[src/hdl/i2c_master_transaction_engine_unit_defines.svh]
// Assertion macros for the I2C master transaction engine.
// Used by the RTL files that carry concurrent checks; needs clk and rst_n in scope.
`ifndef I2C_MASTER_TRANSACTION_ENGINE_UNIT_DEFINES_SVH
`define I2C_MASTER_TRANSACTION_ENGINE_UNIT_DEFINES_SVH

`ifndef NO_ASSERTIONS
// same-cycle implication
`define I2C_MTE_ASSERT_IMP(name, cond, prop) \
    name: assert property (@(posedge clk) disable iff (!rst_n) (cond) |-> (prop)) \
        else $error("i2c_mte: implication check failed");
// next-cycle implication
`define I2C_MTE_ASSERT_NXT(name, cond, prop) \
    name: assert property (@(posedge clk) disable iff (!rst_n) (cond) |=> (prop)) \
        else $error("i2c_mte: next-cycle check failed");
`else
`define I2C_MTE_ASSERT_IMP(name, cond, prop)
`define I2C_MTE_ASSERT_NXT(name, cond, prop)
`endif

`endif

[src/hdl/i2c_mte_pkg.sv]
// Shared types and constants for the I2C master transaction engine.
// No dependencies; imported by every module of the block.
package i2c_mte_pkg;

    typedef enum logic [4:0] {
        PH_IDLE, PH_ST1, PH_ST2, PH_WBA, PH_WBB, PH_WBC,
        PH_AK1, PH_AK2, PH_AK3, PH_AK4, PH_RD1, PH_RD2,
        PH_MA1, PH_MA2, PH_MA3, PH_MA4, PH_SP1, PH_SP2, PH_SP3, PH_SP4
    } phase_t;

    localparam logic [1:0] OP_NONE    = 2'd0;
    localparam logic [1:0] OP_WRITE   = 2'd1;
    localparam logic [1:0] OP_COMMAND = 2'd2;
    localparam logic [1:0] OP_READ    = 2'd3;

    // byte stage within a transaction: address, register/command, third byte
    localparam logic [1:0] STG_ADDR   = 2'd0;
    localparam logic [1:0] STG_SECOND = 2'd1;
    localparam logic [1:0] STG_THIRD  = 2'd2;

    localparam int          PADDR_W       = 3;
    localparam logic [2:0]  ADDR_DELAY    = 3'd0;
    localparam logic [15:0] DELAY_DEFAULT = 16'd100;

    typedef struct packed {
        logic [1:0] op;
        logic [7:0] device_address;
        logic [7:0] register_address;
        logic [7:0] write_byte;
        logic [7:0] byte_count;
        logic       ascending;
        logic       sda_in;
    } item_t;

    typedef struct packed {
        logic       scl_release;
        logic       sda_release;
        logic [7:0] read_value;
        logic [7:0] read_slot;
        logic       read_valid;
        logic       read_last;
        logic       busy_res;
        logic       done_res;
    } result_t;

endpackage

[src/hdl/i2c_mte_regs.sv]
// APB-style configuration register file: the step delay register.
// Depends on i2c_mte_pkg.
module i2c_mte_regs
    import i2c_mte_pkg::*;
(
    input  logic               clk,
    input  logic               rst_n,
    input  logic               psel,
    input  logic               penable,
    input  logic               pwrite,
    input  logic [PADDR_W-1:0] paddr,
    input  logic [31:0]        pwdata,
    output logic [31:0]        prdata,
    output logic               pready,
    output logic [15:0]        delay_cycles
);

    logic [15:0] delay_reg;
    logic [15:0] delay_next;
    logic        wr_en;

    assign pready = 1'b1;
    assign wr_en  = psel && penable && pwrite && (paddr == ADDR_DELAY);

    always_comb
    begin
        delay_next = delay_reg;
        if (wr_en)
        begin
            delay_next = pwdata[15:0];
        end
    end

    always_ff @(posedge clk or negedge rst_n)
    begin
        if (!rst_n)
        begin
            delay_reg <= DELAY_DEFAULT;
        end
        else
        begin
            delay_reg <= delay_next;
        end
    end

    always_comb
    begin
        unique case (paddr)
            ADDR_DELAY: prdata = {16'd0, delay_reg};
            default:    prdata = 32'd0;
        endcase
    end

    assign delay_cycles = delay_reg;

endmodule

[src/hdl/i2c_mte_core.sv]
// Bit-level bus sequencer: each item advances the step wait counter, state updated on step_en.
// Depends on i2c_mte_pkg.
module i2c_mte_core
    import i2c_mte_pkg::*;
(
    input  logic        clk,
    input  logic        rst_n,
    input  logic        step_en,
    input  item_t       item,
    input  logic [15:0] delay_cycles,
    output result_t     res
);

    phase_t      phase_reg, phase_next, ent;
    logic [3:0]  bit_counter_reg, bit_counter_next;
    logic [7:0]  bytes_left_reg, bytes_left_next;
    logic [7:0]  shift_byte_reg, shift_byte_next;
    logic [15:0] wait_counter_reg, wait_counter_next;
    logic [7:0]  held_device_reg, held_device_next;
    logic [7:0]  held_register_reg, held_register_next;
    logic [7:0]  held_data_reg, held_data_next;
    logic [1:0]  held_op_reg, held_op_next;
    logic        held_ascending_reg, held_ascending_next;
    logic [7:0]  slot_index_reg, slot_index_next;
    logic [1:0]  stage_reg, stage_next;
    logic        scl_reg, scl_next;
    logic        sda_reg, sda_next;

    logic [7:0]  cnt;
    logic [15:0] limit;
    logic        do_enter;
    logic        do_load;

    always_comb
    begin
        phase_next          = phase_reg;
        bit_counter_next    = bit_counter_reg;
        bytes_left_next     = bytes_left_reg;
        shift_byte_next     = shift_byte_reg;
        wait_counter_next   = wait_counter_reg;
        held_device_next    = held_device_reg;
        held_register_next  = held_register_reg;
        held_data_next      = held_data_reg;
        held_op_next        = held_op_reg;
        held_ascending_next = held_ascending_reg;
        slot_index_next     = slot_index_reg;
        stage_next          = stage_reg;
        scl_next            = scl_reg;
        sda_next            = sda_reg;
        cnt                 = (item.byte_count == 8'd0) ? 8'd1 : item.byte_count;
        limit               = (delay_cycles == 16'd0) ? 16'd1 : delay_cycles;
        do_enter            = 1'b0;
        do_load             = 1'b0;
        ent                 = PH_IDLE;
        res                 = '0;

        // request on an idle engine opens the first start step this cycle
        if (phase_reg == PH_IDLE && item.op != OP_NONE)
        begin
            held_op_next        = item.op;
            held_device_next    = item.device_address;
            held_register_next  = item.register_address;
            held_data_next      = item.write_byte;
            held_ascending_next = item.ascending;
            bytes_left_next     = cnt;
            slot_index_next     = item.ascending ? 8'd0 : cnt - 8'd1;
            stage_next          = STG_ADDR;
            phase_next          = PH_ST1;
            wait_counter_next   = 16'd0;
            scl_next            = 1'b1;
            sda_next            = 1'b1;
        end

        res.busy_res    = (phase_next != PH_IDLE);
        res.scl_release = scl_next;
        res.sda_release = sda_next;

        if (res.busy_res)
        begin
            if ({1'b0, wait_counter_next} + 17'd1 < {1'b0, limit})
            begin
                wait_counter_next = wait_counter_next + 16'd1;
            end
            else
            begin
                do_enter = 1'b1;
                unique case (phase_next)
                    PH_ST1:
                    begin
                        // line held low by someone else: skip the start
                        if (!item.sda_in)
                        begin
                            do_load = 1'b1;
                        end
                        else
                        begin
                            ent = PH_ST2;
                        end
                    end
                    PH_ST2: do_load = 1'b1;
                    PH_WBA: ent = PH_WBB;
                    PH_WBB: ent = PH_WBC;
                    PH_WBC:
                    begin
                        shift_byte_next  = {shift_byte_next[6:0], 1'b0};
                        bit_counter_next = bit_counter_next + 4'd1;
                        ent = bit_counter_next[3] ? PH_AK1 : PH_WBA;
                    end
                    PH_AK1: ent = PH_AK2;
                    PH_AK2: ent = PH_AK3;
                    PH_AK3: ent = PH_AK4;
                    PH_AK4:
                    begin
                        if (stage_next == STG_ADDR)
                        begin
                            stage_next = STG_SECOND;
                            do_load    = 1'b1;
                        end
                        else if (stage_next == STG_SECOND)
                        begin
                            if (held_op_next == OP_WRITE)
                            begin
                                stage_next = STG_THIRD;
                                do_load    = 1'b1;
                            end
                            else if (held_op_next == OP_READ)
                            begin
                                // repeated start before the read address
                                stage_next = STG_THIRD;
                                ent        = PH_ST1;
                            end
                            else
                            begin
                                ent = PH_SP1;
                            end
                        end
                        else if (held_op_next == OP_READ)
                        begin
                            shift_byte_next  = 8'd0;
                            bit_counter_next = 4'd0;
                            ent              = PH_RD1;
                        end
                        else
                        begin
                            ent = PH_SP1;
                        end
                    end
                    PH_RD1: ent = PH_RD2;
                    PH_RD2:
                    begin
                        shift_byte_next  = {shift_byte_next[6:0], item.sda_in};
                        bit_counter_next = bit_counter_next + 4'd1;
                        if (bit_counter_next[3])
                        begin
                            res.read_value = shift_byte_next;
                            res.read_slot  = slot_index_next;
                            res.read_valid = 1'b1;
                            res.read_last  = (bytes_left_next <= 8'd1);
                            ent            = PH_MA1;
                        end
                        else
                        begin
                            ent = PH_RD1;
                        end
                    end
                    PH_MA1: ent = PH_MA2;
                    PH_MA2: ent = PH_MA3;
                    PH_MA3: ent = PH_MA4;
                    PH_MA4:
                    begin
                        if (bytes_left_next > 8'd1)
                        begin
                            bytes_left_next  = bytes_left_next - 8'd1;
                            slot_index_next  = held_ascending_next ?
                                               slot_index_next + 8'd1 :
                                               slot_index_next - 8'd1;
                            shift_byte_next  = 8'd0;
                            bit_counter_next = 4'd0;
                            ent              = PH_RD1;
                        end
                        else
                        begin
                            bytes_left_next = 8'd0;
                            ent             = PH_SP1;
                        end
                    end
                    PH_SP1: ent = PH_SP2;
                    PH_SP2: ent = PH_SP3;
                    PH_SP3: ent = PH_SP4;
                    PH_SP4:
                    begin
                        res.done_res = 1'b1;
                        ent          = PH_IDLE;
                    end
                    default: ent = PH_IDLE;
                endcase
            end
        end

        // load the next outgoing byte for the current stage
        if (do_load)
        begin
            if (stage_next == STG_ADDR)
            begin
                shift_byte_next = held_device_next;
            end
            else if (stage_next == STG_SECOND)
            begin
                shift_byte_next = (held_op_next == OP_COMMAND) ? held_data_next
                                                               : held_register_next;
            end
            else
            begin
                shift_byte_next = (held_op_next == OP_READ) ? held_device_next + 8'd1
                                                            : held_data_next;
            end
            bit_counter_next = 4'd0;
            ent              = PH_WBA;
        end

        // pin changes made on entry to each step
        if (do_enter)
        begin
            phase_next        = ent;
            wait_counter_next = 16'd0;
            unique case (ent)
                PH_ST1:  begin scl_next = 1'b1; sda_next = 1'b1; end
                PH_ST2:  sda_next = 1'b0;
                PH_WBA:  scl_next = 1'b0;
                PH_WBB:  sda_next = shift_byte_next[7];
                PH_WBC:  scl_next = 1'b1;
                PH_AK1:  scl_next = 1'b0;
                PH_AK2:  sda_next = 1'b1;
                PH_AK3:  scl_next = 1'b1;
                PH_AK4:  scl_next = 1'b0;
                PH_RD1:  begin scl_next = 1'b0; sda_next = 1'b1; end
                PH_RD2:  scl_next = 1'b1;
                PH_MA1:  scl_next = 1'b0;
                PH_MA2:  sda_next = (bytes_left_next > 8'd1) ? 1'b0 : 1'b1;
                PH_MA3:  scl_next = 1'b1;
                PH_MA4:  scl_next = 1'b0;
                PH_SP1:  scl_next = 1'b0;
                PH_SP2:  sda_next = 1'b0;
                PH_SP3:  scl_next = 1'b1;
                PH_SP4:  sda_next = 1'b1;
                default: begin scl_next = 1'b1; sda_next = 1'b1; end
            endcase
        end
    end

    always_ff @(posedge clk or negedge rst_n)
    begin
        if (!rst_n)
        begin
            phase_reg          <= PH_IDLE;
            bit_counter_reg    <= 4'd0;
            bytes_left_reg     <= 8'd0;
            shift_byte_reg     <= 8'd0;
            wait_counter_reg   <= 16'd0;
            held_device_reg    <= 8'd0;
            held_register_reg  <= 8'd0;
            held_data_reg      <= 8'd0;
            held_op_reg        <= OP_NONE;
            held_ascending_reg <= 1'b0;
            slot_index_reg     <= 8'd0;
            stage_reg          <= STG_ADDR;
            scl_reg            <= 1'b1;
            sda_reg            <= 1'b1;
        end
        else if (step_en)
        begin
            phase_reg          <= phase_next;
            bit_counter_reg    <= bit_counter_next;
            bytes_left_reg     <= bytes_left_next;
            shift_byte_reg     <= shift_byte_next;
            wait_counter_reg   <= wait_counter_next;
            held_device_reg    <= held_device_next;
            held_register_reg  <= held_register_next;
            held_data_reg      <= held_data_next;
            held_op_reg        <= held_op_next;
            held_ascending_reg <= held_ascending_next;
            slot_index_reg     <= slot_index_next;
            stage_reg          <= stage_next;
            scl_reg            <= scl_next;
            sda_reg            <= sda_next;
        end
    end

endmodule

[src/hdl/i2c_master_transaction_engine_unit.sv]
// I2C master transaction engine: one transaction in, one bus cycle of results out, every
// clock cycle unless stalled. An item is registered, stepped through the bus sequencer
// and its result registered, passing the input and then the output register; a new item
// is taken each cycle while the output side keeps up; the input register fills and stalls
// only when a result waits on the output. delay_cycles sets the length of each bus step.
// Depends on i2c_mte_pkg, i2c_mte_regs, i2c_mte_core and the defines header.
`include "i2c_master_transaction_engine_unit_defines.svh"

module i2c_master_transaction_engine_unit
    import i2c_mte_pkg::*;
(
    input  logic               clk,
    input  logic               rst_n,
    // configuration
    input  logic               psel,
    input  logic               penable,
    input  logic               pwrite,
    input  logic [PADDR_W-1:0] paddr,
    input  logic [31:0]        pwdata,
    output logic [31:0]        prdata,
    output logic               pready,
    // input channel
    input  logic               in_valid,
    output logic               in_stall,
    input  logic [1:0]         op,
    input  logic [7:0]         device_address,
    input  logic [7:0]         register_address,
    input  logic [7:0]         write_byte,
    input  logic [7:0]         byte_count,
    input  logic               ascending,
    input  logic               sda_in,
    // output channel
    output logic               out_valid,
    input  logic               out_stall,
    output logic               scl_release,
    output logic               sda_release,
    output logic [7:0]         read_value,
    output logic [7:0]         read_slot,
    output logic               read_valid,
    output logic               read_last,
    output logic               busy_res,
    output logic               done_res
);

    logic        in_valid_reg, in_valid_next;
    item_t       item_reg, item_next;
    logic        out_valid_reg, out_valid_next;
    result_t     res_reg, res_next;
    result_t     core_res;
    logic [15:0] delay_cycles;
    logic        advance;
    logic        in_take;

    i2c_mte_regs u_regs (
        .clk          (clk),
        .rst_n        (rst_n),
        .psel         (psel),
        .penable      (penable),
        .pwrite       (pwrite),
        .paddr        (paddr),
        .pwdata       (pwdata),
        .prdata       (prdata),
        .pready       (pready),
        .delay_cycles (delay_cycles)
    );

    i2c_mte_core u_core (
        .clk          (clk),
        .rst_n        (rst_n),
        .step_en      (advance),
        .item         (item_reg),
        .delay_cycles (delay_cycles),
        .res          (core_res)
    );

    assign advance  = in_valid_reg && (!out_valid_reg || !out_stall);
    assign in_stall = in_valid_reg && !advance;
    assign in_take  = in_valid && !in_stall;

    always_comb
    begin
        in_valid_next = in_valid_reg;
        item_next     = item_reg;
        if (in_take)
        begin
            in_valid_next = 1'b1;
            item_next     = '{op:               op,
                              device_address:   device_address,
                              register_address: register_address,
                              write_byte:       write_byte,
                              byte_count:       byte_count,
                              ascending:        ascending,
                              sda_in:           sda_in};
        end
        else if (advance)
        begin
            in_valid_next = 1'b0;
        end

        out_valid_next = out_valid_reg;
        res_next       = res_reg;
        if (advance)
        begin
            out_valid_next = 1'b1;
            res_next       = core_res;
        end
        else if (!out_stall)
        begin
            out_valid_next = 1'b0;
        end
    end

    always_ff @(posedge clk or negedge rst_n)
    begin
        if (!rst_n)
        begin
            in_valid_reg  <= 1'b0;
            out_valid_reg <= 1'b0;
        end
        else
        begin
            in_valid_reg  <= in_valid_next;
            out_valid_reg <= out_valid_next;
        end
    end

    always_ff @(posedge clk)
    begin
        item_reg <= item_next;
        res_reg  <= res_next;
    end

    assign out_valid   = out_valid_reg;
    assign scl_release = res_reg.scl_release;
    assign sda_release = res_reg.sda_release;
    assign read_value  = res_reg.read_value;
    assign read_slot   = res_reg.read_slot;
    assign read_valid  = res_reg.read_valid;
    assign read_last   = res_reg.read_last;
    assign busy_res    = res_reg.busy_res;
    assign done_res    = res_reg.done_res;

    `I2C_MTE_ASSERT_IMP(a_read_needs_busy, out_valid_reg && res_reg.read_valid, res_reg.busy_res)
    `I2C_MTE_ASSERT_IMP(a_done_not_read, out_valid_reg && res_reg.done_res, !res_reg.read_valid)
    `I2C_MTE_ASSERT_IMP(a_stall_only_full, in_stall, in_valid_reg && out_valid_reg)
    `I2C_MTE_ASSERT_NXT(a_advance_fills_out, advance, out_valid_reg)

endmodule
[config.mk]
export PLATFORM = sky130hd
export DESIGN_NAME = i2c_master_transaction_engine_unit
export DESIGN_NICKNAME = d
export VERILOG_FILES = /design/src/hdl/i2c_mte_pkg.sv /design/src/hdl/i2c_mte_regs.sv /design/src/hdl/i2c_mte_core.sv /design/src/hdl/i2c_master_transaction_engine_unit.sv
export VERILOG_INCLUDE_DIRS = /design/src /design/src/hdl
export SDC_FILE = /design/constraint.sdc
export NUM_CORES = 1
export LEC_CHECK = 0
export BUFFER_PORTS_ARGS = -buffer_cell sky130_fd_sc_hd__buf_2
export CAP_MARGIN = 10
export CORE_MARGIN = 3
export CORE_UTILIZATION = 63
export DETAILED_ROUTE_END_ITERATION = 16
export HOLD_SLACK_MARGIN = 0.03
export PLACE_DENSITY = 0.88
export RECOVER_POWER = 100
export SLEW_MARGIN = 15
export SYNTH_ARGS = -nofsm -noshare
export SYNTH_HDL_FRONTEND = slang
export SYNTH_HIERARCHICAL = 1
export SYNTH_SLANG_ARGS = --single-unit
[constraint.sdc]
create_clock -name clk -period 10.7 [get_ports clk]
set_clock_uncertainty 0.2 [all_clocks]
set_input_delay 2.14 -clock clk [delete_from_list [all_inputs] [get_ports clk]]
set_output_delay 2.14 -clock clk [all_outputs]
set_load 0.1 [all_outputs]
# Word-level counts from Yosys, hierarchy flattened
# Index checks and enable logic that the tools add are counted.
# word_totals
register_bits	156
word_cells	219
out_inout_bits	57
in_bits	78
# op_classes
muxes	89
add_sub_neg	8
n_reduce_logical	34
bitwise	3
magnitude_cmp	4
n_eq_ne	48
# ops
op	count
2-to-1 mux 8 bit	27
2-to-1 mux 16 bit	6
one-hot mux 5 bit (17 select lines)	1
== test 5 x 4 -> 1 bit, second input constant	16
2-to-1 mux 5 bit	11
== test 5 x 3 -> 1 bit, second input constant	8
== test 5 bit, second input constant	8
one-hot mux 8 bit (4 select lines)	1
2-to-1 mux 4 bit	7
subtractor 8 x 1 -> 8 bit, second input constant	3
2-to-1 mux 2 bit	11
== test 5 x 2 -> 1 bit, second input constant	4
2-to-1 mux 1 bit	19
adder 16 x 1 -> 17 bit, second input constant	1
< comparator 17 x 16 -> 1 bit	1
adder 16 x 1 -> 16 bit, second input constant	1
adder 8 x 1 -> 8 bit, second input constant	2
> comparator 8 x 1 -> 1 bit, second input constant	2
logical NOT 16 bit	1
AND reduction 8 bit	2
one-hot mux 4 bit (3 select lines)	1
OR reduction 11 bit	1
nonzero test 5 bit	2
<= comparator 8 x 1 -> 1 bit, second input constant	1
other kinds (26)	49

# Depth between registers and ports, before layout
# Gate-level depths: netlist of run 1.
# depth
depth_word	17
ltp_mapped	26

# Modules after synthesis
# Netlist of run 1, hierarchy kept.
# modules_own_cells
module	instances	seq_area_each_um2	area_each_um2	cells_per_inst
i2c_mte_core	1	2004.4	6556.3	816
i2c_master_transaction_engine_unit	1	1791.7	1834.3	66
i2c_mte_regs	1	404.1	870.8	72

# Worst setup path after synthesis of run 1
# OpenSTA, ideal clock, no wires.
# synth_path
kind	register to register
startpoint	register item_reg[34] (netlist name)
endpoint	register u_core.shift_byte_reg[2]
synth_period_minus_slack_ps	5977
setup_ps	77
slack_ps	4723
arrival_ps	5699
path_stages_with_launch	25
t_required_ps	10423
cell_sequence	edfxtp_1 clkbuf_1 or2_2 nand3_1 buf_2 buf_1 clkbuf_1 buf_1 and2_1 ha_1 nand4_1 nor3_1 nand3_1 xor2_1 nor2_1 ha_1 a41oi_1 nand3_1 a221oi_1 a21boi_4 nor2_2 a2bb2oi_1 nor2_1 a2111o_1 a21oi_1
# synth_between
elab_chain_len	15
# synth_rtl
element	line_no	text
from (decl)	i2c_master_transaction_engine_unit.sv:46	item_t item_reg, item_next;
from (signal assigned)	i2c_master_transaction_engine_unit.sv:129	item_reg <= item_next;
branches (longest 15 deep; another with adder 16 x 1 -> 17 bit)	-	
to (signal assigned)	i2c_mte_core.sv:275	shift_byte_reg <= shift_byte_next;
to (decl)	i2c_mte_core.sv:17	logic [7:0] shift_byte_reg, shift_byte_next;
# Parallel ways; which one is timed is not known. The select of a mux whose other input is x is not followed.
# A chain may end at the register's enable or synchronous reset.

# Worst setup path in the final report of run 1
# layout_path
startpoint	input port out_stall
endpoint	register u_core.held_register_reg[5]
# layout_between
elab_chain_len	3
# layout_rtl
element	line_no	text
from (decl)	i2c_master_transaction_engine_unit.sv:34	input logic out_stall,
logical NOT 1 bit	-	
logical OR 1 bit	i2c_master_transaction_engine_unit.sv:76	assign advance = in_valid_reg && (!out_valid_reg || !out_stall);
logical AND 1 bit	i2c_master_transaction_engine_unit.sv:76	
net advance	i2c_master_transaction_engine_unit.sv:51	logic advance;
to (signal assigned)	i2c_mte_core.sv:278	held_register_reg <= held_register_next;
to (decl)	i2c_mte_core.sv:20	logic [7:0] held_register_reg, held_register_next;
# The timed path passes the listed nets, and every way through them passes these cells.

==> metrics list, run 1 <==
* Number of nets at the end of the flow: roughly 1100
* Met3 Use GR: 6.10%
- First-pass detailed-route iteration total: 7
* Critical Path Source Type: input port
- STA puts the critical path data required time at ~11 ns.
- Layout cell share with drive strength beyond 1: 13.1%
- Sw Pwr: 1.09 mW
- Share of the core filled with cells in the final layout: 72.7%
- Ys async rst share: a little over three fifths
- The clock network is responsible for roughly 24% of the overall power.
- Among the stages of the critical path, the cell type that occurs most often is sky130_fd_sc_hd__clkbuf_1.
- Dividing the detail-routed wire length by the instance count gives about 19 um.
* Routed vias: between 7000 and 8000
- During I/O placement, the number of pins put on the boundary was 135.
- The analysis attributes to cell leakage a power of around 4.4 nW.
- Number of setup violations in the final report: 0
- The worst setup path is of the in2reg kind.
- Max capacitance violation total: 6
- Netlist area before placement: roughly 9300 um2
- The first global-routing pass estimated approximately 38000 um of wire.
- For this run, the leading register cell type out of synthesis is sky130_fd_sc_hd__dfrtp_1.
- Each instance of the synthesized netlist takes up on average a little under 10 um2.
* Placed wire-length estimate after detailed placement: around 16000 um
- The register with the most flip-flops in the layout has 36 of them.
* Worst-skew pair later-pin latency: about 0.43 ns
* Residual antenna-violating net count after detailed routing: 0
- The final hold violation count was 0.
- Combinational logic burns between 40% and 50% of the power.
* Buffers inserted by post-CTS timing repair: 0
* Cell count after synthesis: between 900 and 1000
- In the layout the commonest cells are sky130_fd_sc_hd__nand2_1 (96), sky130_fd_sc_hd__dfrtp_1 (93), sky130_fd_sc_hd__nor2_1 (89).
- The number of pins exceeding their max-slew limit in the final report is around 260.
- Critical path endpoint category: flip-flop
* Top cell family by delay on the critical path: buffers and inverters
* Most frequent standard cell in the layout excluding fill and tap cells: sky130_fd_sc_hd__nand2_1
- Slowest Stage Delay on Critical Path: just over 2 ns
* Layer with the highest usage: met2
* Cell Int Power: roughly 1.6 mW
* Max-Slew Margin vs Limit: -97.2%
- Root Buffer Master: sky130_fd_sc_hd__clkbuf_16
- Fill cells in the final layout number approximately 1000.
- Die area: ~16000 um2
- During synthesis, Yosys emitted a total of 6 warnings.
* Final WL: between 20000 and 25000 um
- Overflow left after global routing: 0
- Global Route met1 Usage: 39.1%
- TritonCTS clock tree: done
- The signal on the critical path passes through clkbuf_1, a21boi_0, clkbuf_1, nand2_1, mux2_2.
- The clock tree synthesis step divided the H-tree into 4 levels.
- Across all hold checks on the routed design, the worst slack comes to 0.281 ns.
- In this run, synthesis produced a sequential element count of around 160.
- TritonCTS Buffers: 17
- Number of hold-repair buffers added at the cts stage: 0
* Sequential fraction of the synthesis area: a little under half
- Timing would allow up to 0.126 GHz.
* Slowest-stage cell, CP: sky130_fd_sc_hd__a21boi_0
- The checks that failed: max-capacitance violations, max-slew violations.
* Worst slack at placement: between 4 and 5 ns
- Core ar.: roughly 14000 um2
* Placer congestion estimate: about 0.97
- Power density of the placed cells: around 260 nW/um2
* Post-synth EDFFs: 58
- Along the worst path, the maximum fanout reaches 58.
- Of the total power, the share spent switching nets is roughly 41%.
- Via count of the first global-routing pass: around 7500
- The number of antenna diodes in the final layout is 0.
* Min setup slack post-route: around 2.7 ns
* Average via count per standard cell: 6.48
* Run status: finished, violations left
- Setup repair after global routing left no endpoint under its margin.
- Class of the tightest hold or removal check: reg2reg
* Iter 0 DRT Violations: 1021
- Counting both buffers and inverters, the worst setup path holds a total of 2.
- After detailed routing, the number of remaining DRC violations is 0.
* Number of instances resized during post-cts repair: 0
- Initial standard-cell utilization of the core: about two thirds
* Portion of total power attributed to sequential cells: between 30% and 40%
- Maximum clock insertion buffer count: 2
- Measured along the y axis, the die boundary spans between 100 and 150 um.
* Horizontal extent of the die: about 130 um
- Clock tree synthesis found a total of 156 sinks.
- For the worst setup path, the data arrival time is about 8 ns.
- Area Growth Syn to Fin: 11.1%
* Final worst-path cycle share: about 74%
* Antenna violations before repair: 0
- During placement, the flow inserted port buffers numbering approximately 100.
- The number of different library cells used by synthesis comes to 86.
* Peak VDD IR: 0.146 mV
- Setup tns final: 0 ns
* Worst-margin pin slew: between 2 and 3 ns
* Global-route met2 utilization: between 40% and 50%
- For the finished layout, the period the worst path requires is 7.97 ns.
- Global routing used 29.3% of the available tracks across all layers.
* Row cnt: 43
- Maximum number of pins on one net before global-route repair: 67
* Worst-path clk slew: around 0.06 ns
==> cell families (layout without fill, tap and decap cells) <==
kind of cell / after synthesis / in the layout / share of synthesized area, %
compound gates: 224 / 224 / 16.6
xor+xnor: 34 / 34 / 3.22
fa+ha+maj: 28 / 28 / 3.86
buf+inv: 102 / 180 / 5.26
flops: 156 / 156 / 45.4
mux: 67 / 67 / 7.81
other cells: 2 / 17 / 0.0811
simple gates: 341 / 341 / 17.9
==> synth_stat cells, types with 5 or more instances <==
| master | n | area share [%] |
|---|---|---|
| sky130_fd_sc_hd__nand2b_1 | 9 | 0.61 |
| sky130_fd_sc_hd__inv_1 | 37 | 1.5 |
| sky130_fd_sc_hd__xor2_1 | 16 | 1.5 |
| sky130_fd_sc_hd__o21ai_0 | 45 | 2.4 |
| sky130_fd_sc_hd__o41ai_1 | 6 | 0.57 |
| sky130_fd_sc_hd__xnor2_1 | 18 | 1.7 |
| sky130_fd_sc_hd__clkbuf_1 | 28 | 1.1 |
| sky130_fd_sc_hd__nor2_1 | 88 | 3.6 |
| sky130_fd_sc_hd__a22oi_1 | 5 | 0.41 |
| sky130_fd_sc_hd__nor4_1 | 10 | 0.68 |
| sky130_fd_sc_hd__mux2_2 | 29 | 3.5 |
| sky130_fd_sc_hd__mux2i_1 | 25 | 2.7 |
| sky130_fd_sc_hd__ha_1 | 27 | 3.6 |
| sky130_fd_sc_hd__a2111oi_0 | 5 | 0.47 |
| sky130_fd_sc_hd__edfxtp_1 | 58 | 19 |
| sky130_fd_sc_hd__and2_1 | 35 | 2.4 |
| sky130_fd_sc_hd__buf_4 | 20 | 1.6 |
| sky130_fd_sc_hd__buf_2 | 8 | 0.43 |
| sky130_fd_sc_hd__dfstp_2 | 5 | 1.4 |
| sky130_fd_sc_hd__nand2_1 | 96 | 3.9 |
| sky130_fd_sc_hd__a21o_1 | 7 | 0.57 |
| sky130_fd_sc_hd__or3_1 | 10 | 0.68 |
| sky130_fd_sc_hd__nand4_1 | 9 | 0.61 |
| sky130_fd_sc_hd__nand3_1 | 32 | 1.7 |
| sky130_fd_sc_hd__o22ai_1 | 7 | 0.47 |
| sky130_fd_sc_hd__a211oi_1 | 5 | 0.41 |
| sky130_fd_sc_hd__o31ai_1 | 8 | 0.65 |
| sky130_fd_sc_hd__o211ai_1 | 5 | 0.41 |
| sky130_fd_sc_hd__buf_1 | 6 | 0.24 |
| sky130_fd_sc_hd__nor3_1 | 20 | 1.1 |
| sky130_fd_sc_hd__dfrtp_1 | 93 | 25 |
| sky130_fd_sc_hd__a22o_1 | 9 | 0.85 |
| sky130_fd_sc_hd__a21oi_1 | 54 | 2.9 |
| sky130_fd_sc_hd__a31oi_1 | 14 | 0.95 |
| sky130_fd_sc_hd__mux2_1 | 13 | 1.6 |
| sky130_fd_sc_hd__o2111ai_1 | 5 | 0.47 |
==> worst reg2reg max path, cell delays in order, from the launching register on <==
cell	delay (ns)
sky130_fd_sc_hd__dfrtp_1	0.57
sky130_fd_sc_hd__or3_1	0.52
sky130_fd_sc_hd__nor3_1	0.93
sky130_fd_sc_hd__clkbuf_1	1.37
sky130_fd_sc_hd__nor2_1	0.26
sky130_fd_sc_hd__ha_1	0.44
sky130_fd_sc_hd__a21oi_1	0.23
sky130_fd_sc_hd__nand3_1	0.12
sky130_fd_sc_hd__a221oi_1	0.36
sky130_fd_sc_hd__a21boi_0	0.29
sky130_fd_sc_hd__nor2_1	0.28
sky130_fd_sc_hd__clkbuf_1	0.90
sky130_fd_sc_hd__or3_1	0.57
sky130_fd_sc_hd__o22ai_1	0.20
sky130_fd_sc_hd__a2111o_1	0.42
sky130_fd_sc_hd__o211ai_1	0.17
==> final timing paths <==
kind	from	end	slack, ns	cells past startpoint
hold / removal	item_reg[18]	u_core/held_register_reg[0]	0.28	1
hold reg to reg	item_reg[18]	u_core/held_register_reg[0]	0.28	1
min in group asynchronous	rst_n	u_core/slot_index_reg[4]	2.46	1
setup reg to reg	u_core/phase_reg[0]	u_core/sda_reg	2.79	15
max in group asynchronous	rst_n	u_core/phase_reg[4]	4.47	2
setup / recovery	out_stall	u_core/held_register_reg[5]	2.73	5
==> stage by stage <==
| step | total power [mW] | cells | instance area, um2 |
|---|---|---|---|
| 2_1_floorplan | 1.73 | 969 | 9320 |
| 3_3_place_gp | 1.93 | 1195 | 9800 |
| 3_5_place_dp | 1.97 | 1195 | 9800 |
| 4_1_cts | 2.64 | 1227 | 10400 |
| 5_1_grt | 2.80 | 1227 | 10300 |
| 6_report | 2.66 | 1227 | 10300 |
==> power groups by stage <==
stage	registers, mW	logic (mW)	clock network [mW]
6_report	0.919	1.09	0.647
4_1_cts	0.911	1.07	0.654
5_1_grt	0.937	1.18	0.679
2_1_floorplan	0.892	0.833	0
3_3_place_gp	0.907	1.02	0
3_5_place_dp	0.916	1.05	0
==> layer usage <==
metal	wire length, um	part of all wire [%]	up-vias
li1	-	-	3618
met1	9220	40	3751
met2	10800	47	487
met3	2190	9.5	93
met4	908	3.9	0
met5	0	0	-
==> layout make-up <==
type,instances,area [um2],area share [%]
multi-input cells,711,4590,44.6
flip-flops and latches,156,4200,40.8
repair buffers,110,499,4.85
clock buffers,18,439,4.27
well taps,180,225,2.19
clock inverters,14,189,1.84
inverters,38,143,1.39
(Power assumes the default switching activity.)
==> run 2: changes to the inputs <==
ABC_AREA = 1   (was default)
CORE_UTILIZATION = 53   (was 63)
PLACE_DENSITY = 0.78   (was 0.88)
clock period = 7.3 ns   (was 10.7 ns; I/O delays follow)
==> run 2 against run 1 <==
  * The flow still finishes with violations (max-capacitance violations, max-slew violations)
  * Area after synthesis grew 5.2%
  * Via count is 5.4% higher
  * Synthesized cell count up 27%
  * Critical path type is now reg2reg
  * Critical endpoint is now u_core/wait_counter_reg[11]
  * Largest power group unchanged
  * Highest routed layer unchanged
==> metrics list, run 2 <==
- Antenna violations before repair: 0 (unchanged)
- The number of cell rows is 48 (+12%).
* Routed vias: 8378 (+5.4%)
* Share of the core filled with cells in the final layout: 60.7% (-12 points)
- Most frequent cell after synthesis: sky130_fd_sc_hd__nand2_1
* TritonCTS clock tree: done
- The die footprint was 20000 um2 (+24%).
* Final worst-path cycle share: 82.9%
* Netlist area before placement: 9740 um2 (+5.2%)
- The required time of the worst setup path came to 7.41 ns (-3.39 ns).
* Area fraction of the dominant cell type after synthesis: 23.9% (-1.2 points)
- TritonCTS sink count: 156 (unchanged)
- The starting DRC count in detailed routing is 866 (-15%).
- The final net count is 1404 (+23%).
- Among the stages of the critical path, the cell type that occurs most often is sky130_fd_sc_hd__nand2_1.
- Worst Path Buf+Inv: 3 (+1)
- TritonCTS Buffers: 17 (unchanged)
- The critical path arrival came to 6.16 ns (-1.91 ns).
- The tightest min-delay check is of the reg2reg type.
- Worst reg2reg path endpoint: u_core/wait_counter_reg[11]
* Final Max Tran Viols: 148 (-43%)
- Buffers inserted by post-CTS timing repair: 0 (unchanged)
- Worst-path clk slew: 0.06 ns (about the same)
- The post-synthesis cell count is 1208 (+27%).
- In the synthesized netlist the dominant register cell turns out to be sky130_fd_sc_hd__dfrtp_1.
* Ys async rst share: 62.8% (unchanged)
- Root Buffer Master: sky130_fd_sc_hd__clkbuf_16
- The static power due to leakage is 5.22 nW (+20%).
- The wire length of the first global-routing pass came to 37600 um (-0.82%).
- Detail-routed net length per standard cell: 14.7 um (-22%)
- Diodes inserted: 0 (unchanged)
* Maximum clock insertion buffer count: 2 (unchanged)
- The library cell used most frequently in the layout, excluding fill and tap cells, is sky130_fd_sc_hd__nand2_1.
* Number of H-tree levels: 4 (unchanged)
- Post-synth EDFFs: 58 (unchanged)
* Worst-skew pair later-pin latency: 0.42 ns (about the same)
* Commonest non-fill, non-tap cells in the layout: sky130_fd_sc_hd__nand2_1 (262), sky130_fd_sc_hd__inv_1 (161), sky130_fd_sc_hd__nor2_1 (120)
- Top cell family by delay on the critical path: simple AND/OR/NAND/NOR gates
- Number of instances resized during post-cts repair: 0 (unchanged)
- In the post-synthesis netlist, the biggest area contributors are sky130_fd_sc_hd__dfrtp_1 (24%), sky130_fd_sc_hd__edfxtp_1 (18%), sky130_fd_sc_hd__nand2_1 (9.9%).
- The maximum vdd ir drop came to 0.229 mV (+57%).
- Max-Slew Margin vs Limit: -88.2% (+9.0 points)
* Number of setup violations in the final report: 0 (unchanged)
* Gr usage total: 22.8% (-6.5 points)
* Via count of the first global-routing pass: 7886 (+4.5%)
* Placer congestion estimate: 0.896 (-7.8%)
* Cell depth of the worst flop-to-flop path: 28 (+13)
* Count of buffers from port buffering: 101 (unchanged)
* Timing startpoint of the critical path: u_core/phase_reg[1]
- The vertical die dimension was 142 um (+11%).
- Synthesized area per cell: 8.06 um2 (-17%)
* Critical Path Source Type: flip-flop
* Number of primary I/O pins: 135 (unchanged)
- Crit path capture: u_core/wait_counter_reg[11]
- For this design, the slowest cell found on the critical path is sky130_fd_sc_hd__nor2_1.
* Critical path endpoint category: flip-flop
* Worst-case register-to-register setup slack: 1.25 ns (-1.54 ns)
- Area Growth Syn to Fin: 10.1%
- The remaining number of nets flagged by the antenna check after routing came to 0 (unchanged).
- The number of distinct library cell variants in the gate-level netlist after synthesis is 60 (-30%).
- Kind of critical path: reg2reg
* Flip-flop and latch count after synthesis: 156 (unchanged)
* Layout cell share with drive strength beyond 1: 13.3% (+0.26 points)
- Syn. warnings: 6 (unchanged)
- Final WL: 22600 um (-2.0%)
- First-pass detailed-route iteration total: 6 (-1)
- Critical Path Fanout Max: 29 (-50%)
* Max Fclk: between 0.15 and 0.2 GHz
* Sequential fraction of the synthesis area: 43.1% (-2.2 points)
* Setup repair after global routing missed its margin: no
- Ranking of synthesized cells by instance count: sky130_fd_sc_hd__nand2_1 (257), sky130_fd_sc_hd__inv_1 (158), sky130_fd_sc_hd__nor2_1 (118)
- The clock period could shrink to ~6.0 ns.
- Failing checks: max-capacitance violations, max-slew violations
* Slowest Stage Delay on Critical Path: 1.00 ns (-1.06 ns)
* Worst reg2reg path startpoint: u_core/phase_reg[1]
* Maximum number of pins on one net before global-route repair: 71 (+6.0%)
* Initial standard-cell utilization of the core: 55.2% (-10 points)
* Core ar.: 17700 um2 (+25%)
* Average via count per standard cell: 5.45 (-16%)
- The hold buffer count at cts came to 0 (unchanged).
* Number of flip-flops under the largest register name: 36 (unchanged)
- Drt drc: 0 (unchanged)
- Power density of the placed cells: 335 nW/um2 (+30%)
* Horizontal extent of the die: 142 um (+11%)
- The final hold violation count is 0 (unchanged).
- The path length in cells of the critical path was 28 (+23).
* Run status: finished, violations left
- The remaining global-route overflow was 0 (unchanged).
* Top cell type by total area after synthesis: sky130_fd_sc_hd__dfrtp_1
- The count of maximum capacitance violations came to 3 (-3).
- Worst-margin pin slew: 2.82 ns (-0.135 ns)
- Setup tns final: 0 ns (unchanged)
- Placed wire-length estimate after detailed placement: 15700 um (+1.2%)
run 2: changes by cell type after synthesis, sizes merged, moves of 34 or more:
cell   delta
mux2     -42
nand2   +182
and2     -34
nor2     +50
inv     +142
nand3    +35
o21ai    +78
run 2: power by group:
group          switching [mW]  leakage [nW]  total [mW]  internal, mW
logic                    1.07          3.17        1.55         0.483
registers              0.0981          1.77        1.18          1.08
clock network           0.381         0.281       0.857         0.476
run 2: tightest hold or removal path: stages (launching register included):
cell and delay, ns:
sky130_fd_sc_hd__dfstp_2 0.37, sky130_fd_sc_hd__nand2_1 0.05, sky130_fd_sc_hd__nand2_1 0.05
run 2: worst min path at each step:
stage | from | endpoint | slack, ns | depth (start not counted)
2_1_floorplan | u_core/held_data_reg[6] | u_core/held_data_reg[6] | 0.25 | 2
3_3_place_gp | u_core/sda_reg | u_core/sda_reg | 0.26 | 2
3_5_place_dp | u_core/sda_reg | u_core/sda_reg | 0.27 | 2
4_1_cts | u_core/sda_reg | u_core/sda_reg | 0.27 | 2
5_1_grt | u_core/sda_reg | u_core/sda_reg | 0.30 | 2
6_report | u_core/sda_reg | u_core/sda_reg | 0.27 | 2
run 2: logic make-up (layout without fill, tap and decap cells):
family | after synthesis | in the layout | synth area share [%]
AND/OR/NAND/NOR | 523 | 523 | 24.5
buffers and inverters | 231 | 319 | 10.5
AO/OA/AOI/OAI | 228 | 228 | 14.3
flip-flops | 156 | 156 | 43.1
XOR/XNOR | 29 | 29 | 2.61
adder cells (fa/ha/maj) | 28 | 28 | 3.67
multiplexers | 11 | 11 | 1.13
other | 2 | 17 | 0.0771
run 2: metal layers:
layer	part of all wire [%]	global-route usage, %	up-vias	routed length, um
met4	1.6	5.81	0	353
met1	44	31.6	3924	10000
met5	0	0	-	0
li1	-	-	4098	-
met2	48	37.5	321	10800
met3	6.4	3.88	35	1460
run 2: layout make-up:
type,instances,area (um2)
Inverter,179,674
Fill cell,1578,6930
Clock buffer,17,425
Multi-Input combinational cell,836,4520
Clock inverter,15,135
Sequential cell,156,4200
Tap cell,225,282
Timing Repair Buffer,108,493
run 2: metrics by stage:
step           hold WS [ns]  instance area [um2]  setup WS [ns]  total power, mW  cells
3_3_place_gp          0.256                10300           2.21             2.68   1504
6_report              0.273                10700           1.25             3.59   1536
5_1_grt               0.299                10700          0.781             3.85   1536
3_5_place_dp          0.267                10300           2.12             2.72   1504
4_1_cts               0.273                10900           2.05             3.60   1536
2_1_floorplan         0.246                 9800           2.55             2.41   1223
==> run 3: changes to the inputs <==
CORE_UTILIZATION = 59   (was 53)
PLACE_DENSITY = 0.83   (was 0.78)
clock period = 5.6 ns   (was 7.3 ns; I/O delays follow)
==> run 3 against run 2 <==
  * The flow still finishes with violations (max-capacitance violations, max-slew violations)
  * First-iteration DRC count fell by 24%
  * Largest power group unchanged
  * Hold slack better by 0.0038 ns
  * Register-to-register slack lost 0.75 ns
  * Largest cell class unchanged
==> metrics list, run 3 (synthesis results as in run 2) <==
- Run status: finished, violations left
- The checks that failed: max-capacitance violations, max-slew violations.
- Core ar.: 16000 um2 (-9.4%)
- Worst hold path depth: 2 (unchanged)
* Final WL: 21700 um (-3.9%)
- Max-Slew Margin vs Limit: -150% (-61 points)
- The number of vias per cell after detailed routing was 5.38 (-1.4%).
- Routed vias: 8223 (-1.9%)
- Slowest Stage Delay on Critical Path: 0.44 ns (-0.56 ns)
* Most frequent standard cell in the layout excluding fill and tap cells: sky130_fd_sc_hd__nand2_1
* Diodes inserted: 0 (unchanged)
- The number of antenna violations at the first check in global routing is 0 (unchanged).
- The setup-violating endpoint count in the final report is 0 (unchanged).
- Max capacitance violation total: 2 (-1)
- Layout cell share with drive strength beyond 1: 13.8% (+0.44 points)
- The critical path arrival is 5.20 ns (-0.96 ns).
- The peak clock frequency supported by timing is 0.196 GHz (+19%).
- The post-cts sizing count was 0 (unchanged).
- Non-filler instance count after layout: 1529 (-0.46%)
* Final Max Tran Viols: 93 (-37%)
* Critical path data required time: 5.70 ns (-1.71 ns)
- The combined global-route utilization of all metal layers was 25.0% (+2.2 points).
- The worst-case clock buffer depth is 2 (unchanged).
- The final net count is 1406 (+0.14%).
- The hold buffer count at cts came to 0 (unchanged).
* Number of primary I/O pins: 135 (unchanged)
- The critical path is of the reg2reg type.
- Design area: 10800 um2 (+0.34%)
* Post-route worst hold slack: 0.277 ns (+0.00379 ns)
* Overflow left after global routing: 0 (unchanged)
- Placed wire-length estimate after detailed placement: 15500 um (-1.8%)
- The tightest min-delay check is of the reg2reg type.
* Worst-case register-to-register setup slack: 0.50 ns (-0.75 ns)
- Number of H-tree levels: 4 (unchanged)
- Detail-routed net length per standard cell: 14.2 um (-3.5%)
- Slowest-stage cell, CP: sky130_fd_sc_hd__dfrtp_1
- The worst slack at placement was 0.661 ns (-1.46 ns).
- The effective utilization at floorplan came to 60.9% (+5.7 points).
- The startpoint identified for the worst hold timing path is u_core/sda_reg.
- The clock latency reported for the late side of the worst-skew pair was 0.43 ns (about the same).
* Critical Path Fanout Max: 18 (-38%)
- Die area: 18100 um2 (-9.8%)
* Min setup slack post-route: 0.502 ns (-0.748 ns)
- The final worst-path cycle share came to 91.0% (+8.2 points).
- The wire length of the first global-routing pass came to 36700 um (-2.4%).
* Power density of the placed cells: 432 nW/um2 (+29%)
- Residual antenna-violating net count after detailed routing: 0 (unchanged)
* TritonCTS clock tree: done
- Worst min-delay path endpoint: u_core/sda_reg
- Critical Path Source Type: flip-flop
- The clock period minus final worst setup slack came to 5.10 ns (-0.952 ns).
- Horizontal extent of the die: 134 um (-5.0%)
* Leakage: 5.26 nW (+0.67%)
* Critical path endpoint category: flip-flop
- Commonest non-fill, non-tap cells in the layout: sky130_fd_sc_hd__nand2_1 (259), sky130_fd_sc_hd__inv_1 (162), sky130_fd_sc_hd__nor2_1 (118)
- Setup tns final: 0 ns (unchanged)
- Peak VDD IR: 0.264 mV (+15%)
- The standard cell area after detailed placement is 10300 um2 (about the same).
* Cell depth of the worst flop-to-flop path: 28 (unchanged)
- Iter 0 DRT Violations: 662 (-24%)
- Via count of the first global-routing pass: 7868 (-0.23%)
- Buffers inserted by post-CTS timing repair: 0 (unchanged)
- The vertical die dimension came to 134 um (-5.0%).
* TritonCTS Buffers: 17 (unchanged)
- Counting stages on the worst path, the most repeated cell is sky130_fd_sc_hd__nand2_1.
- Root Buffer Master: sky130_fd_sc_hd__clkbuf_16
- Area Growth Syn to Fin: 10.5%
- The final hold violation count is 0 (unchanged).
- Number of flip-flops under the largest register name: 36 (unchanged)
* Worst-margin pin slew: 3.74 ns (+0.920 ns)
- The number of clock sinks is 156 (unchanged).
* Drt drc: 0 (unchanged)
- Worst-path clk slew: 0.06 ns (about the same)
- The number of placed cells counting well taps is 1497 (-0.47%).
- The number of cell rows came to 46 (-4.2%).
- The placer congestion estimate is 0.955 (+6.6%).
- The length of the first detailed-routing pass in iterations is 5 (-1).
- Worst reg2reg path endpoint: u_core/bit_counter_reg[0]
- The number of buffers inserted by port buffering was 101 (unchanged).
- Setup repair after global routing missed its margin: no
* Worst reg2reg path startpoint: u_core/phase_reg[1]
- Maximum number of pins on one net before global-route repair: 68 (-4.2%)
==> run 3: cell types whose count changed in the layout (fill, tap and decap cells not counted), moves of 2 or more <==
cell | before | now
sky130_fd_sc_hd__clkbuf_2 | 0 | 3
sky130_fd_sc_hd__nand2_1 | 262 | 259
sky130_fd_sc_hd__a21boi_0 | 2 | 0
sky130_fd_sc_hd__a21boi_1 | 0 | 2
sky130_fd_sc_hd__buf_4 | 5 | 3
sky130_fd_sc_hd__inv_6 | 4 | 2
sky130_fd_sc_hd__nand2_2 | 12 | 14
sky130_fd_sc_hd__nor2_1 | 120 | 118
==> run 3: worst max-delay path, delay by kind of cell (launching register included) <==
kind | cells | cell delay [ns]
DFF | 1 | 0.44
muxes | 1 | 0.08
and+or+nand+nor | 17 | 2.40
buffers and inverters | 5 | 0.58
adders and majority gates | 2 | 0.50
xor gates and xnor gates | 1 | 0.20
AOI/OAI and AO/OA | 2 | 0.56
==> run 3: stage by stage <==
step                      utilization, %  power (mW)
after global routing                67.3        4.99
after CTS                           67.9        4.65
after detailed placement            64.4        3.53
final                               67.3        4.65
after floorplan                        -        3.14
after global placement              64.4        3.47
==> run 3: routing by layer <==
metal	GRT usage (%)	vias to the layer above	routed length, um
met5	0	-	0
met3	5.22	39	1460
met4	8.65	0	439
li1	-	4107	-
met2	40.8	301	10300
met1	33.6	3776	9510
==> run 3: how the worst max path moves through the flow <==
stage | startpoint | endpoint | slack, ns
floorplan | u_core/phase_reg[2] | u_core/shift_byte_reg[3] | 0.85
global placement | u_core/phase_reg[1] | u_core/bit_counter_reg[0] | 0.70
detailed placement | item_reg[34] | u_core/bit_counter_reg[0] | 0.66
CTS | item_reg[34] | u_core/bit_counter_reg[0] | 0.59
global route | u_core/phase_reg[1] | u_core/scl_reg | 0.06
finish | u_core/phase_reg[1] | u_core/bit_counter_reg[0] | 0.50
==> run 3: report_power, final <==
group | internal, mW | switching, mW
logic | 0.622 | 1.38
clock network | 0.620 | 0.487
registers | 1.41 | 0.128
total | 2.65 | 1.99
==> run 3: area by class of cell <==
class                           instances  area [um2]
Clock buffer                           17         425
Sequential cell                       156        4200
Inverter                              179         674
Clock inverter                         15         138
Timing Repair Buffer                  110         497
Multi-Input combinational cell        836        4560
Fill cell                            1311        5240
Tap cell                              216         270
